[config.mk]
export PLATFORM = sky130hd
export DESIGN_NAME = http_response_body_deframer_core
export DESIGN_NICKNAME = d
export VERILOG_FILES = /design/src/hrbd_pkg.sv /design/src/http_response_body_deframer_core.sv
export SDC_FILE = /design/constraint.sdc
export NUM_CORES = 1
export LEC_CHECK = 0
export ABC_AREA = 0
export BUFFER_PORTS_ARGS = -buffer_cell sky130_fd_sc_hd__buf_2
export CELL_PAD_IN_SITES_DETAIL_PLACEMENT = 0
export CELL_PAD_IN_SITES_GLOBAL_PLACEMENT = 1
export CORE_UTILIZATION = 25
export CTS_BUF_LIST = sky130_fd_sc_hd__clkbuf_2
export CTS_CLUSTER_SIZE = 40
export DETAILED_ROUTE_END_ITERATION = 12
export GPL_ROUTABILITY_DRIVEN = 0
export GPL_TIMING_DRIVEN = 1
export HOLD_SLACK_MARGIN = 0.03
export PLACE_DENSITY_LB_ADDON = 0.15
export SLEW_MARGIN = 20
export SYNTH_ARGS = -nofsm -noshare
export SYNTH_HDL_FRONTEND = slang
export SYNTH_SLANG_ARGS = --single-unit
export TNS_END_PERCENT = 5
[constraint.sdc]
create_clock -name aclk -period 7.1 [get_ports aclk]
set_clock_uncertainty 0.1 [all_clocks]
set_input_delay 1.775 -clock aclk [delete_from_list [all_inputs] [get_ports aclk]]
set_output_delay 1.775 -clock aclk [all_outputs]
set_load 0.01 [all_outputs]
[src/hrbd_pkg.sv]
`timescale 1ns / 1ps
// ----------------------------------------------------------------------------
// HTTP response body deframer package
// Shared widths, phase and request codes, character constants and the
// small decode functions used by the deframer core.
// ----------------------------------------------------------------------------
package hrbd_pkg;

    localparam int TimeoutWidth = 20;
    localparam int LengthWidth  = 32;
    localparam int ChunkWidth   = 17;
    localparam int AccumWidth   = 16;
    localparam int LabelLen     = 16;

    localparam logic [TimeoutWidth-1:0] TIMEOUT_RESET = 20'd10000;

    // Request codes on the input channel.
    localparam logic [1:0] REQ_START      = 2'd0;
    localparam logic [1:0] REQ_BYTE       = 2'd1;
    localparam logic [1:0] REQ_TICK       = 2'd2;
    localparam logic [1:0] REQ_DISCONNECT = 2'd3;

    // Response phases.
    localparam logic [1:0] PH_IDLE   = 2'd0;
    localparam logic [1:0] PH_HEADER = 2'd1;
    localparam logic [1:0] PH_FIXED  = 2'd2;
    localparam logic [1:0] PH_CHUNK  = 2'd3;

    // Content-Length collection status.
    localparam logic [1:0] LC_NOT_SEEN = 2'd0;
    localparam logic [1:0] LC_COLLECT  = 2'd1;
    localparam logic [1:0] LC_DONE     = 2'd2;

    localparam logic [7:0] CHAR_CR = 8'h0D;
    localparam logic [7:0] CHAR_LF = 8'h0A;
    localparam logic [7:0] CHAR_C  = 8'h43;

    typedef struct packed {
        logic       hit;
        logic [3:0] value;
    } hex_digit_t;

    // Character of the "Content-Length: " label at a given position.
    function automatic logic [7:0] label_char(input logic [3:0] pos);
        logic [7:0] ch;
        unique case (pos)
            4'd0:    ch = 8'h43; // C
            4'd1:    ch = 8'h6F; // o
            4'd2:    ch = 8'h6E; // n
            4'd3:    ch = 8'h74; // t
            4'd4:    ch = 8'h65; // e
            4'd5:    ch = 8'h6E; // n
            4'd6:    ch = 8'h74; // t
            4'd7:    ch = 8'h2D; // -
            4'd8:    ch = 8'h4C; // L
            4'd9:    ch = 8'h65; // e
            4'd10:   ch = 8'h6E; // n
            4'd11:   ch = 8'h67; // g
            4'd12:   ch = 8'h74; // t
            4'd13:   ch = 8'h68; // h
            4'd14:   ch = 8'h3A; // :
            default: ch = 8'h20; // space
        endcase
        return ch;
    endfunction

    function automatic logic is_line_end(input logic [7:0] c);
        return (c == CHAR_CR) || (c == CHAR_LF);
    endfunction

    function automatic logic is_decimal(input logic [7:0] c);
        return (c >= 8'h30) && (c <= 8'h39);
    endfunction

    function automatic hex_digit_t hex_decode(input logic [7:0] c);
        hex_digit_t d;
        d.hit   = 1'b0;
        d.value = 4'd0;
        if (c >= 8'h30 && c <= 8'h39) begin
            d.hit   = 1'b1;
            d.value = c[3:0];
        end else if ((c >= 8'h61 && c <= 8'h66) || (c >= 8'h41 && c <= 8'h46)) begin
            d.hit   = 1'b1;
            d.value = c[3:0] + 4'd9;
        end
        return d;
    endfunction

endpackage

[src/http_response_body_deframer_core.sv]
`timescale 1ns / 1ps
// ----------------------------------------------------------------------------
// HTTP response body deframer core
// Extracts the body of an HTTP/1.1 response, by Content-Length or by chunked
// transfer decoding, and reports success, disconnect or idle timeout.
// ----------------------------------------------------------------------------
// Every input beat (start, received byte, time tick or disconnect) produces
// exactly one result beat. The block accepts one beat per clock cycle while
// the result side is not stalled: the parser state and the result register
// are both updated at the accepting edge, and the result appears on the m_
// side in the next cycle. A new input beat is accepted whenever the result
// register is empty or is being taken in the same cycle, so with m_ready
// held high the throughput is one beat per cycle. The idle timeout limit is
// written through the cfg_ port, which is always ready; it should only be
// changed while no response is in progress. The end_of_packet flag is
// carried for framing information only and does not affect parsing.
// ----------------------------------------------------------------------------
module http_response_body_deframer_core (
    input  logic        aclk,
    input  logic        aresetn,

    input  logic        cfg_valid,
    output logic        cfg_ready,
    input  logic [19:0] cfg_data,

    input  logic        s_valid,
    output logic        s_ready,
    input  logic [1:0]  s_req_type,
    input  logic [7:0]  s_byte_value,
    input  logic        s_end_of_packet,

    output logic        m_valid,
    input  logic        m_ready,
    output logic        m_payload_valid,
    output logic [7:0]  m_payload_byte,
    output logic        m_finished,
    output logic        m_succeeded
);

    // Configuration: the idle timeout limit.
    logic [hrbd_pkg::TimeoutWidth-1:0] timeout_reg;

    // Parser state.
    logic [1:0]                          phase_reg,          phase_next;
    logic [2:0]                          line_end_run_reg,   line_end_run_next;
    logic [4:0]                          pattern_pos_reg,    pattern_pos_next;
    logic [1:0]                          length_collect_reg, length_collect_next;
    logic [hrbd_pkg::LengthWidth-1:0]    body_length_reg,    body_length_next;
    logic [hrbd_pkg::LengthWidth-1:0]    body_count_reg,     body_count_next;
    logic [hrbd_pkg::ChunkWidth-1:0]     chunk_left_reg,     chunk_left_next;
    logic [1:0]                          size_line_run_reg,  size_line_run_next;
    logic [hrbd_pkg::AccumWidth-1:0]     size_accum_reg,     size_accum_next;
    logic [hrbd_pkg::TimeoutWidth-1:0]   idle_count_reg,     idle_count_next;

    // Result register.
    logic       m_valid_reg,         m_valid_next;
    logic       payload_valid_reg,   payload_valid_next;
    logic [7:0] payload_byte_reg,    payload_byte_next;
    logic       finished_reg,        finished_next;
    logic       succeeded_reg,       succeeded_next;

    logic                in_fire;
    logic [7:0]          c;
    hrbd_pkg::hex_digit_t hex;
    logic [35:0]         length_product;
    logic [4:0]          pattern_step;

    // The result register is the only buffer: take a new beat when it is
    // empty or being drained.
    assign s_ready   = !m_valid_reg || m_ready;
    assign in_fire   = s_valid && s_ready;
    assign cfg_ready = 1'b1;

    assign c   = s_byte_value;
    assign hex = hrbd_pkg::hex_decode(c);

    // Decimal accumulate, body_length * 10 + digit, built from two shifts.
    assign length_product = {1'b0, body_length_reg, 3'b000}
                          + {3'b000, body_length_reg, 1'b0}
                          + {32'd0, c[3:0]};

    always_comb begin
        phase_next          = phase_reg;
        line_end_run_next   = line_end_run_reg;
        pattern_pos_next    = pattern_pos_reg;
        length_collect_next = length_collect_reg;
        body_length_next    = body_length_reg;
        body_count_next     = body_count_reg;
        chunk_left_next     = chunk_left_reg;
        size_line_run_next  = size_line_run_reg;
        size_accum_next     = size_accum_reg;
        idle_count_next     = idle_count_reg;
        payload_valid_next  = 1'b0;
        payload_byte_next   = 8'd0;
        finished_next       = 1'b0;
        succeeded_next      = 1'b0;
        pattern_step        = 5'd0;

        if (s_req_type == hrbd_pkg::REQ_START) begin
            // A start always restarts parsing, even in the middle of a response.
            phase_next          = hrbd_pkg::PH_HEADER;
            line_end_run_next   = 3'd0;
            pattern_pos_next    = 5'd0;
            length_collect_next = hrbd_pkg::LC_NOT_SEEN;
            body_length_next    = '0;
            body_count_next     = '0;
            chunk_left_next     = '0;
            size_line_run_next  = 2'd0;
            size_accum_next     = '0;
            idle_count_next     = '0;
        end else if (phase_reg != hrbd_pkg::PH_IDLE) begin
            unique case (s_req_type)
                hrbd_pkg::REQ_DISCONNECT: begin
                    phase_next    = hrbd_pkg::PH_IDLE;
                    finished_next = 1'b1;
                end
                hrbd_pkg::REQ_TICK: begin
                    if (idle_count_reg >= timeout_reg) begin
                        phase_next    = hrbd_pkg::PH_IDLE;
                        finished_next = 1'b1;
                    end else begin
                        idle_count_next = idle_count_reg + 20'd1;
                    end
                end
                default: begin
                    idle_count_next = '0;
                    unique case (phase_reg)
                        hrbd_pkg::PH_HEADER: begin
                            // Content-Length label match and digit collection.
                            if (length_collect_reg == hrbd_pkg::LC_COLLECT) begin
                                if (hrbd_pkg::is_decimal(c)) begin
                                    if (length_product[35:32] != 4'd0) begin
                                        body_length_next = '1;
                                    end else begin
                                        body_length_next = length_product[31:0];
                                    end
                                end else begin
                                    length_collect_next = hrbd_pkg::LC_DONE;
                                end
                            end else if (length_collect_reg == hrbd_pkg::LC_NOT_SEEN) begin
                                if (c == hrbd_pkg::label_char(pattern_pos_reg[3:0])) begin
                                    pattern_step = pattern_pos_reg + 5'd1;
                                end else if (c == hrbd_pkg::CHAR_C) begin
                                    pattern_step = 5'd1;
                                end else begin
                                    pattern_step = 5'd0;
                                end
                                if (pattern_step == 5'(hrbd_pkg::LabelLen)) begin
                                    pattern_pos_next    = 5'd0;
                                    length_collect_next = hrbd_pkg::LC_COLLECT;
                                    body_length_next    = '0;
                                end else begin
                                    pattern_pos_next = pattern_step;
                                end
                            end

                            // Four line-end characters in a row close the header.
                            if (hrbd_pkg::is_line_end(c)) begin
                                line_end_run_next = line_end_run_reg + 3'd1;
                            end else begin
                                line_end_run_next = 3'd0;
                            end
                            if (line_end_run_next >= 3'd4) begin
                                line_end_run_next = 3'd4;
                                if (length_collect_next != hrbd_pkg::LC_NOT_SEEN &&
                                    body_length_next != '0) begin
                                    phase_next      = hrbd_pkg::PH_FIXED;
                                    body_count_next = '0;
                                end else begin
                                    phase_next         = hrbd_pkg::PH_CHUNK;
                                    chunk_left_next    = '0;
                                    size_line_run_next = 2'd0;
                                    size_accum_next    = '0;
                                end
                            end
                        end
                        hrbd_pkg::PH_FIXED: begin
                            payload_valid_next = 1'b1;
                            payload_byte_next  = c;
                            body_count_next    = body_count_reg + 32'd1;
                            if (body_count_next >= body_length_reg) begin
                                phase_next     = hrbd_pkg::PH_IDLE;
                                finished_next  = 1'b1;
                                succeeded_next = 1'b1;
                            end
                        end
                        default: begin
                            if (chunk_left_reg == '0) begin
                                // Size line: hex digits, ended by two line-end characters in a row.
                                if (hrbd_pkg::is_line_end(c)) begin
                                    size_line_run_next = size_line_run_reg + 2'd1;
                                end else begin
                                    size_line_run_next = 2'd0;
                                    if (hex.hit) begin
                                        size_accum_next = {size_accum_reg[11:0], hex.value};
                                    end
                                end
                                if (size_line_run_next >= 2'd2) begin
                                    size_line_run_next = 2'd0;
                                    size_accum_next    = '0;
                                    if (size_accum_reg == '0) begin
                                        phase_next     = hrbd_pkg::PH_IDLE;
                                        finished_next  = 1'b1;
                                        succeeded_next = 1'b1;
                                    end else begin
                                        chunk_left_next = {1'b0, size_accum_reg} + 17'd2;
                                    end
                                end
                            end else begin
                                // Chunk data; the last two bytes are the CRLF trailer.
                                if (chunk_left_reg > 17'd2) begin
                                    payload_valid_next = 1'b1;
                                    payload_byte_next  = c;
                                end
                                chunk_left_next = chunk_left_reg - 17'd1;
                            end
                        end
                    endcase
                end
            endcase
        end
    end

    always_comb begin
        if (in_fire) begin
            m_valid_next = 1'b1;
        end else if (m_ready) begin
            m_valid_next = 1'b0;
        end else begin
            m_valid_next = m_valid_reg;
        end
    end

    always_ff @(posedge aclk) begin
        if (!aresetn) begin
            timeout_reg        <= hrbd_pkg::TIMEOUT_RESET;
            phase_reg          <= hrbd_pkg::PH_IDLE;
            line_end_run_reg   <= 3'd0;
            pattern_pos_reg    <= 5'd0;
            length_collect_reg <= hrbd_pkg::LC_NOT_SEEN;
            body_length_reg    <= '0;
            body_count_reg     <= '0;
            chunk_left_reg     <= '0;
            size_line_run_reg  <= 2'd0;
            size_accum_reg     <= '0;
            idle_count_reg     <= '0;
            m_valid_reg        <= 1'b0;
        end else begin
            if (cfg_valid && cfg_ready) begin
                timeout_reg <= cfg_data;
            end
            m_valid_reg <= m_valid_next;
            if (in_fire) begin
                phase_reg          <= phase_next;
                line_end_run_reg   <= line_end_run_next;
                pattern_pos_reg    <= pattern_pos_next;
                length_collect_reg <= length_collect_next;
                body_length_reg    <= body_length_next;
                body_count_reg     <= body_count_next;
                chunk_left_reg     <= chunk_left_next;
                size_line_run_reg  <= size_line_run_next;
                size_accum_reg     <= size_accum_next;
                idle_count_reg     <= idle_count_next;
            end
        end
    end

    // Result payload needs no reset; it is qualified by m_valid.
    always_ff @(posedge aclk) begin
        if (in_fire) begin
            payload_valid_reg <= payload_valid_next;
            payload_byte_reg  <= payload_byte_next;
            finished_reg      <= finished_next;
            succeeded_reg     <= succeeded_next;
        end
    end

    assign m_valid         = m_valid_reg;
    assign m_payload_valid = payload_valid_reg;
    assign m_payload_byte  = payload_byte_reg;
    assign m_finished      = finished_reg;
    assign m_succeeded     = succeeded_reg;

    // An accepted beat always produces a result beat on the next cycle.
    assert property (@(posedge aclk) disable iff (!aresetn)
        in_fire |=> m_valid)
        else $error("accepted beat produced no result");

    // Success is only ever reported together with the end of a response.
    assert property (@(posedge aclk) disable iff (!aresetn)
        m_valid && m_succeeded |-> m_finished)
        else $error("success reported without finish");

    // A result without a body byte carries a zero byte.
    assert property (@(posedge aclk) disable iff (!aresetn)
        m_valid && !m_payload_valid |-> m_payload_byte == 8'd0)
        else $error("stale payload byte on a non-payload result");

    // The header line-end run never exceeds four and a size line never
    // holds two line ends in a row.
    assert property (@(posedge aclk) disable iff (!aresetn)
        line_end_run_reg <= 3'd4 && size_line_run_reg < 2'd2)
        else $error("line-end run counters out of range");

    // A finishing result always leaves the block idle.
    assert property (@(posedge aclk) disable iff (!aresetn)
        in_fire && finished_next |=> phase_reg == hrbd_pkg::PH_IDLE)
        else $error("response finished but phase not idle");

endmodule

==> results of run 1 <==
## layout make-up
cell class / count / area [um^2] / share of cell area
inverter: 86 / 323 / 0.0217
timing repair buffer: 117 / 823 / 0.0553
clock buffer: 18 / 90.1 / 0.00605
antenna: 2 / 5.00 / 0.000336
multi-input combinational: 1402 / 9150 / 0.615
tap: 688 / 861 / 0.0578
sequential: 170 / 3510 / 0.236
clock inverter: 14 / 121 / 0.00816
## report_power, final
part | internal, mW | switching, mW | leakage, nW
logic | 0.0441 | 0.0925 | 4.62
registers | 0.978 | 0.00492 | 1.40
clock network | 0.131 | 0.413 | 0.128
total | 1.15 | 0.511 | 6.14
## cell usage after synthesis, types with 5 or more instances
library cell  count  area share
nor3_1           31       0.012
ha_1            134        0.13
nor4_1           17      0.0080
o21ai_0         131       0.049
or2_2             6      0.0028
xnor2_1          52       0.034
a31oi_1          20      0.0094
nor2_1          149       0.042
nand3_1          61       0.023
o211ai_1         31       0.017
a21boi_0          5      0.0028
a211o_1           5      0.0033
nand2_1         208       0.059
a21oi_1         155       0.058
or3_1            11      0.0052
buf_1             7      0.0020
mux2i_1          44       0.033
a21o_1           28       0.016
a221oi_1          6      0.0039
o21ai_1           6      0.0023
o31ai_1           9      0.0051
clkbuf_1         70       0.020
a22oi_1          12      0.0068
and3_1           34       0.016
inv_1            85       0.024
xor2_1           51       0.034
nand4b_1          7      0.0046
o21a_1           33       0.019
dfxtp_1         159        0.24
edfxtp_1         11       0.025
nor2b_1           9      0.0042
a32oi_1           6      0.0039
a211oi_1          9      0.0051
buf_2             5      0.0019
and2_1           17      0.0080
nand4_1          33       0.016
nand2b_1          9      0.0042
## critical path, stage by stage
cell and delay, ns:
buf_2 0.16, fa_1 0.56, inv_1 0.06, fa_1 0.44
nand2b_1 0.18, a21oi_1 0.24, o21ai_0 0.22, a41oi_1 0.32
buf_4 0.17, a41o_1 0.18, o211ai_1 0.22, nor3_4 0.29
buf_12 0.17, a31oi_1 0.09, a2111oi_0 0.41, nand4_1 0.19
buf_4 0.18, nor3_4 0.24, o22ai_2 0.18, a211oi_4 0.28
buf_12 0.20, mux2i_1 0.19
## metrics by stage
| step | cell area (um^2) | setup TNS, ns | power [mW] | setup WS (ns) |
|---|---|---|---|---|
| after floorplan | 13300 | 0 | 1.08 | 0.867 |
| after global placement | 14700 | -6.38 | 1.14 | -0.193 |
| after detailed placement | 14700 | -8.35 | 1.14 | -0.249 |
| after CTS | 14900 | 0 | 1.71 | 0.921 |
| after global routing | 14900 | 0 | 1.76 | 0.600 |
| final | 14900 | 0 | 1.66 | 0.960 |
## kinds of logic after synthesis
family / synth area share
other: 0.000282
AOI/OAI and AO/OA: 0.234
and+or+nand+nor: 0.220
adders and majority gates: 0.129
DFF: 0.264
muxes: 0.0339
xor gates and xnor gates: 0.0678
buffers and inverters: 0.0504
## routing by layer
layer / GRT usage / vias up / share of wire
li1: - / 6369 / -
met5: 0 / - / 0
met1: 0.247 / 6075 / 0.50
met3: 0.0289 / 45 / 0.033
met2: 0.275 / 232 / 0.44
met4: 0.0549 / 0 / 0.020
## final timing paths
check	startpoint	endpoint	slack, ns	cells after the start
worst max-delay path	s_byte_value[3]	size_accum_reg[11]$_SDFFE_PN0P_	0.96	22
worst min-delay path	line_end_run_reg[1]$_SDFFE_PN0P_	line_end_run_reg[1]$_SDFFE_PN0P_	0.37	2
worst max register to register	body_count_reg[0]$_SDFFE_PN0P_	phase_reg[1]$_SDFFE_PN0P_	1.25	25
worst min register to register	line_end_run_reg[1]$_SDFFE_PN0P_	line_end_run_reg[1]$_SDFFE_PN0P_	0.37	2
==> results.yml, run 1 <==
timing:
  finalHoldViolCount: 0
  period_needed_ns: 6.14
  whs_ns: 0.375
  finalSetupViolCount: 0
  grt_setup_unrepaired: "false"
  slew_headroom: 0.329
  worstMarginPinSlew_ns: 1.00
  fmax_mhz: 163
  timing.final.crit_share: 0.865
  final_max_slew_viol_count: 0
cts:
  cts_hold_buf: 0
  post_cts_resized: 0
  htreeDepth: 4
  clkTransAtPathRegs_ns: 0.31
  clockRootBuffer: "clkbuf_2"
  clkSinkCount: 170
  insertion_delay_ns: 1.04
  numCtsBuffers: 17
  clk_path_buf_depth: 2
  postCtsSetupRepairBufs: 0
  cts_tree: "done"
yosys:
  synth_edf_count: 11
  postSynth.asyncResetShare: 0
  ys.warnings.count: 0
  netlist_instances: 1744
  synth-seq-cells: 170
  ys_seq_area_frac: 0.264
  syn_area_um2: 13300
  post_synth.cell_area_avg_um2: 7.63
  ys.flop_type: "dfxtp_1"
  synth_cell_type_count: 79
  syn_nets: 1916
drt:
  drt-initial-drc-count: 858
  drtPass1Iterations: 5
  via_per_inst: 5.09
  wl_per_cell_um: 18.6
  vias: 12721
  final_antenna_net_count: 0
  routed_wirelength_mm: 46.4
  drc: 0
floorplan:
  io_pins: 50
  initial_core_util: 0.253
  core_area_um2: 52600
  die_h_um: 233
  die_area_um2: 54200
  rows: 84
  die_x_um: 233
power_and_ir_drop:
  leakagePower_nw: 6.14
  power.density_nw_per_um2: 112
  ir_drop_v: 0.0000704
global_routing:
  grt_pass1_wl_mm: 72.9
  grt_overflow: 0
  grt_pass1_vias: 12301
  track_usage: 0.177
  grt_max_degree: 58
  antenna_found_initial: 1
finish:
  fillers: 5845
  final_cell_mix: "208 x nand2_1, 159 x dfxtp_1, 155 x a21oi_1, 148 x nor2_1, 134 x ha_1"
  finalNonFillerCells: 2497
  postLayoutCoreUtil: 0.283
  final_common_cell: "nand2_1"
  nNetsFinal: 1966
  syn_to_final_growth_pct: 11.8
  layout-drive-gt1-share: 0.0957
run_status:
  outcome: "complete, no violations"
critical_path:
  required_ns: 7.95
  critical_path_peak_fanout: 16
  cp.arrival_ns: 6.99
  start_kind: "input port"
  crit_type: "input port to register"
  cp-end-kind: "register"
worst_hold_path:
  hp-class: "register to register"
place:
  dp_cells: 2463
  portBuffers: 47
  hpwl_mm: 35.3
flow_run:
  max_cap_viol_count: 0
No activity file was read; power rests on OpenSTA's default activity.
==> inputs of run 2 (changes only) <==
- ABC_AREA: 0 -> 1
- RECOVER_POWER: default -> 100
- SKIP_CTS_REPAIR_TIMING: default -> 1
==> run 2 against run 1 <==
The flow now finishes with violations (capacitance limit, slew limit). Utilization fell by 0.87 points. Wire length fell by 0.15%. Total power rose by 25%. Die area rose by 8.5%. Area after synthesis rose by 8.6%. Flip-flop and latch count did not move. Non-clock buffer count fell by 55. Critical path depth rose by 6. Final cell count rose by 24%. Clock power rose by 14%. Critical endpoint is now size_accum_reg[6]$_SDFFE_PN0P_. Largest power group unchanged.
==> results.yml, run 2 <==
yosys:
  synthTopCellsByCount: "597 x nand2_1, 320 x nor2_1, 315 x inv_1, 202 x a21oi_1, 159 x dfxtp_1"
  synthSimpleGateAreaFrac: 0.350
  synth_top_area_share: 0.220
  ys.warnings.count: 0
  synth_xor_area_frac: 0.0424
  postSynth.asyncResetShare: 0
  yosys.area.top_type: "dfxtp_1"
  synth.most_common_cell: "nand2_1"
  syn_nets: 2483
  ys.flop_type: "dfxtp_1"
  yosys-top-cells-area: "dfxtp_1 22%, nand2_1 16%, ha_1 12%"
  synth-seq-cells: 170
  synth_cell_type_count: 58
  synth_top_family_by_area: "simple AND/OR/NAND/NOR gates"
  synthMuxAreaShare: 0
  synth_compound_area_frac: 0.132
  ys_seq_area_frac: 0.243
  netlist_instances: 2311
  post_synth.cell_area_avg_um2: 6.25
  syn_area_um2: 14500
  synth_edf_count: 11
  synthAdderAreaFrac: 0.119
finish:
  nNetsFinal: 2492
  final_cell_mix: "599 x nand2_1, 318 x nor2_1, 316 x inv_1, 203 x a21oi_1, 159 x dfxtp_1"
  layout-drive-gt1-share: 0.0532
  final_common_cell: "nand2_1"
  syn_to_final_growth_pct: 7.72
  fillers: 6469
drt:
  final_antenna_net_count: 0
  via_per_inst: 4.56
  drt-initial-drc-count: 628
  routed_wirelength_mm: 46.4
  vias: 14088
  drc: 0
  wl_per_cell_um: 15.0
  drtPass1Iterations: 5
worst_hold_path:
  hp-class: "register to register"
  min_path_cells: 2
timing:
  slew_headroom: -1.74
  timing.final.crit_share: 0.859
  whs_ns: 0.386
  finalHoldViolCount: 0
  finalSetupViolCount: 0
  final_max_slew_viol_count: 86
  period_needed_ns: 6.10
  tns_ns: 0
  grt_setup_unrepaired: "false"
  fmax_mhz: 164
  worstMarginPinSlew_ns: 4.11
power_and_ir_drop:
  power.switching_uw: 756
  netSwitchingFraction: 0.363
  ir_drop_v: 0.000109
  p_comb_frac: 0.212
  p_clk_frac: 0.298
  leakagePower_nw: 7.41
  power.density_nw_per_um2: 134
  seq_power_share: 0.489
  p_int_mw: 1.33
cts:
  clockRootBuffer: "clkbuf_2"
  clkTransAtPathRegs_ns: 0.29
  cts_tree: "done"
  clkSinkCount: 170
  numCtsBuffers: 17
  clk_path_buf_depth: 2
  insertion_delay_ns: 1.03
  htreeDepth: 4
flow_run:
  max_cap_viol_count: 1
critical_path:
  crit_type: "input port to register"
  crit_path_end: "size_accum_reg[6]$_SDFFE_PN0P_"
  critical_path_peak_fanout: 20
  r2r-start: "body_length_reg[0]$_SDFFE_PN0P_"
  cp.arrival_ns: 6.92
  worstSetupStartpoint: "s_byte_value[3]"
  start_kind: "input port"
  regToRegSetupSlack_ns: 1.44
  required_ns: 7.92
  cp-end-kind: "register"
  r2r-end: "size_accum_reg[6]$_SDFFE_PN0P_"
  rr_worst_depth: 27
floorplan:
  die_h_um: 242
  die_x_um: 242
  core_area_um2: 56700
  die_area_um2: 58800
  initial_core_util: 0.255
  rows: 87
  io_pins: 50
global_routing:
  track_usage: 0.159
  grt_pass1_vias: 13551
  grt_pass1_wl_mm: 73.8
  grt_max_degree: 86
  grt_overflow: 0
  antenna_found_initial: 2
run_status:
  outcome: "complete, but fails checks"
  violations: "capacitance limit, slew limit"
place:
  hpwl_mm: 35.4
  portBuffers: 47
run 2: cell types whose count changed after synthesis, moves of 28 or more:
cell,change
nand2_1,+389
inv_1,+230
nor2_1,+171
o21ai_0,-71
nand3_1,+66
a21oi_1,+47
mux2i_1,-44
and3_1,-34
o21a_1,-32
clkbuf_1,-29
o211ai_1,-29
xnor2_1,-28
run 2: kinds of logic (layout without fill, tap and decap cells):
| kind of cell | after synthesis | after routing |
|---|---|---|
| flip-flops | 170 | 170 |
| AO/OA/AOI/OAI | 338 | 338 |
| buffers and inverters | 408 | 430 |
| AND/OR/NAND/NOR | 1188 | 1188 |
| other | 1 | 3 |
| XOR/XNOR | 70 | 70 |
| adder cells (fa/ha/maj) | 136 | 136 |
run 2: layout make-up:
type / instances / area (um^2) / area share
inverter: 336 / 1260 / 0.0810
clock inverter: 14 / 179 / 0.0115
tap: 756 / 946 / 0.0608
timing repair buffer: 62 / 355 / 0.0228
antenna: 2 / 5.00 / 0.000321
multi-input combinational: 1733 / 9220 / 0.592
clock buffer: 18 / 90.1 / 0.00579
sequential: 170 / 3510 / 0.226
run 2: critical path, cell delays in order:
cell	delay, ns
buf_2	0.16
fa_1	0.59
inv_1	0.07
fa_1	0.43
inv_1	0.14
nand2_1	0.09
nand2_1	0.09
nand3_1	0.07
nand2_1	0.22
nand2_1	0.09
nand2_1	0.17
nand2_1	0.12
nand3_1	0.08
nand2_1	0.06
nor2_1	0.08
clkbuf_1	0.56
nand3_1	0.16
a21oi_1	0.37
nand3_1	0.12
nor2_1	0.12
nand2_1	0.11
nor2_1	0.10
nand2_1	0.15
nand3_2	0.17
nand3_2	0.37
nand2_1	0.16
nand2_1	0.06
nor2_1	0.21
run 2: layer usage:
metal | vias to the layer above | part of all wire | global-route usage
li1 | 7464 | - | -
met3 | 32 | 0.023 | 0.0214
met4 | 0 | 0.013 | 0.0449
met1 | 6427 | 0.50 | 0.213
met2 | 165 | 0.46 | 0.264
met5 | - | 0 | 0
run 2: power by group through the flow:
stage	combinational, mW	clock, mW	sequential, mW
floorplan	0.304	0	1.03
global placement	0.445	0	1.04
detailed placement	0.444	0	1.04
CTS	0.447	0.664	1.02
global route	0.503	0.696	1.03
finish	0.443	0.621	1.02
run 2: worst min-delay path by stage:
stage,from,end,slack (ns)
final,timeout_reg[3]$_SDFFE_PN0P_,timeout_reg[3]$_SDFFE_PN0P_,0.39
after CTS,timeout_reg[17]$_SDFFE_PN0P_,timeout_reg[17]$_SDFFE_PN0P_,0.39
after detailed placement,timeout_reg[17]$_SDFFE_PN0P_,timeout_reg[17]$_SDFFE_PN0P_,0.36
after global routing,line_end_run_reg[1]$_SDFFE_PN0P_,line_end_run_reg[1]$_SDFFE_PN0P_,0.41
after global placement,timeout_reg[3]$_SDFFE_PN0P_,timeout_reg[3]$_SDFFE_PN0P_,0.35
after floorplan,idle_count_reg[19]$_SDFFE_PN0P_,idle_count_reg[19]$_SDFFE_PN0P_,0.33
run 2: metrics by stage:
step | utilization | instances | worst slack (ns) | area, um^2 | power [mW]
final | 0.275 | 3091 | 0.999 | 15600 | 2.08
after global routing | 0.275 | 3091 | 0.559 | 15600 | 2.23
after CTS | 0.277 | 3089 | 1.54 | 15700 | 2.13
after detailed placement | 0.272 | 3057 | 0.376 | 15400 | 1.48
after global placement | 0.272 | 3057 | 0.442 | 15400 | 1.48
after floorplan | - | 2311 | 1.94 | 14500 | 1.34
==> inputs of run 3 (changes only) <==
- clock period: 7.1 -> 6.65 ns (I/O delays scaled with it)
==> run 3 against run 2 <==
The run still ends with capacitance limit, slew limit left. Combinational power up 6.1%. Global-route usage is 0.30 points higher. First-iteration DRC count rose by 15%. Largest cell class unchanged.
==> results.yml, run 3 (synthesized netlist as in run 2, its figures left out) <==
floorplan:
  die_area_um2: 58800
  initial_core_util: 0.255
  rows: 87
  die_h_um: 242
  io_pins: 50
  die_x_um: 242
  core_area_um2: 56700
power_and_ir_drop:
  leakagePower_nw: 7.42
  ir_drop_v: 0.000102
  power.density_nw_per_um2: 141
critical_path:
  start_kind: "input port"
  slowest_stage: "fa_1"
  path_buf_inv: 5
  crit_path_end: "chunk_left_reg[16]$_SDFFE_PN0P_"
  crit_family: "simple AND/OR/NAND/NOR gates"
  r2r-end: "chunk_left_reg[16]$_SDFFE_PN0P_"
  required_ns: 7.46
  cp-end-kind: "register"
  worstSetupStartpoint: "s_byte_value[3]"
  crit_type: "input port to register"
  critPathMaxStageDelay_ns: 0.61
  rr_worst_depth: 27
  regToRegSetupSlack_ns: 1.34
  critical_path_peak_fanout: 45
  crit_cells: 28
  cp.arrival_ns: 6.52
  crit_path_frequent_cell: "nand2_1"
  r2r-start: "body_length_reg[0]$_SDFFE_PN0P_"
timing:
  whs_ns: 0.386
  finalSetupViolCount: 0
  layout_setup_ws_ns: 0.937
  tns_ns: 0
  period_needed_ns: 5.71
  final_max_slew_viol_count: 52
  slew_headroom: -0.977
  fmax_mhz: 175
  timing.final.crit_share: 0.859
  worstMarginPinSlew_ns: 2.97
  grt_setup_unrepaired: "false"
  finalHoldViolCount: 0
place:
  portBuffers: 47
  hpwl_mm: 35.5
  dp_worst_setup_slack_ns: 0.359
cts:
  insertion_delay_ns: 1.04
  clkTransAtPathRegs_ns: 0.28
  clockRootBuffer: "clkbuf_2"
  cts_tree: "done"
  clkSinkCount: 170
  numCtsBuffers: 17
  htreeDepth: 4
  clk_path_buf_depth: 2
flow_run:
  max_cap_viol_count: 2
drt:
  vias: 14211
  final_antenna_net_count: 0
  drtPass1Iterations: 5
  via_per_inst: 4.59
  drt-initial-drc-count: 721
  drc: 0
  wl_per_cell_um: 15.1
  routed_wirelength_mm: 46.6
global_routing:
  antenna_found_initial: 2
  grt_pass1_wl_mm: 75.5
  grt_pass1_vias: 13732
  track_usage: 0.162
  grt_overflow: 0
  grt_max_degree: 88
finish:
  final_cell_mix: "598 x nand2_1, 320 x nor2_1, 317 x inv_1, 203 x a21oi_1, 159 x dfxtp_1"
  nNetsFinal: 2495
  syn_to_final_growth_pct: 7.93
  layout-drive-gt1-share: 0.0548
  final_common_cell: "nand2_1"
  multi_input_area_um2: 9230
  fillers: 6466
  seq_area_um2: 3510
run_status:
  outcome: "complete, but fails checks"
  violations: "capacitance limit, slew limit"
worst_hold_path:
  hp-class: "register to register"
## run 3: layout make-up
class | instances | share of cell area
flip-flops and latches | 170 | 0.225
repair buffers | 65 | 0.0249
clock buffers | 19 | 0.00610
clock inverters | 13 | 0.0101
diodes | 3 | 0.000481
well taps | 756 | 0.0606
inverters | 336 | 0.0809
multi-input cells | 1733 | 0.592
## run 3: where the power goes
part / switching (mW) / total [mW] / internal, mW
sequential: 0.0244 / 1.09 / 1.06
clock: 0.455 / 0.644 / 0.189
combinational: 0.317 / 0.470 / 0.153
## run 3: worst min-delay path by stage
stage	startpoint	end	depth (start not counted)
CTS	timeout_reg[19]$_SDFFE_PN0P_	timeout_reg[19]$_SDFFE_PN0P_	2
global placement	line_end_run_reg[0]$_SDFFE_PN0P_	line_end_run_reg[0]$_SDFFE_PN0P_	1
finish	timeout_reg[1]$_SDFFE_PN0P_	timeout_reg[1]$_SDFFE_PN0P_	2
global route	timeout_reg[19]$_SDFFE_PN0P_	timeout_reg[19]$_SDFFE_PN0P_	2
detailed placement	idle_count_reg[19]$_SDFFE_PN0P_	idle_count_reg[19]$_SDFFE_PN0P_	1
floorplan	idle_count_reg[19]$_SDFFE_PN0P_	idle_count_reg[19]$_SDFFE_PN0P_	1
## run 3: worst min-delay path, cell delays in order (launching register included)
cell,delay (ns)
dfxtp_1,0.37
inv_1,0.06
a21oi_1,0.06
## run 3: routing by layer
layer | vias up | wire length (um) | global-route usage
met2 | 201 | 21300 | 0.262
met4 | 0 | 690 | 0.0454
met1 | 6515 | 23200 | 0.220
met5 | - | 0 | 0
li1 | 7457 | - | -
met3 | 38 | 1390 | 0.0251
## run 3: metrics by stage
stage               power (mW)  instance area, um^2  std cells  utilization
global placement          1.58                15500       3060        0.273
global route              2.35                15600       3094        0.275
floorplan                 1.43                14500       2311            -
finish                    2.20                15600       3095        0.275
CTS                       2.26                15700       3092        0.277
detailed placement        1.58                15500       3060        0.273
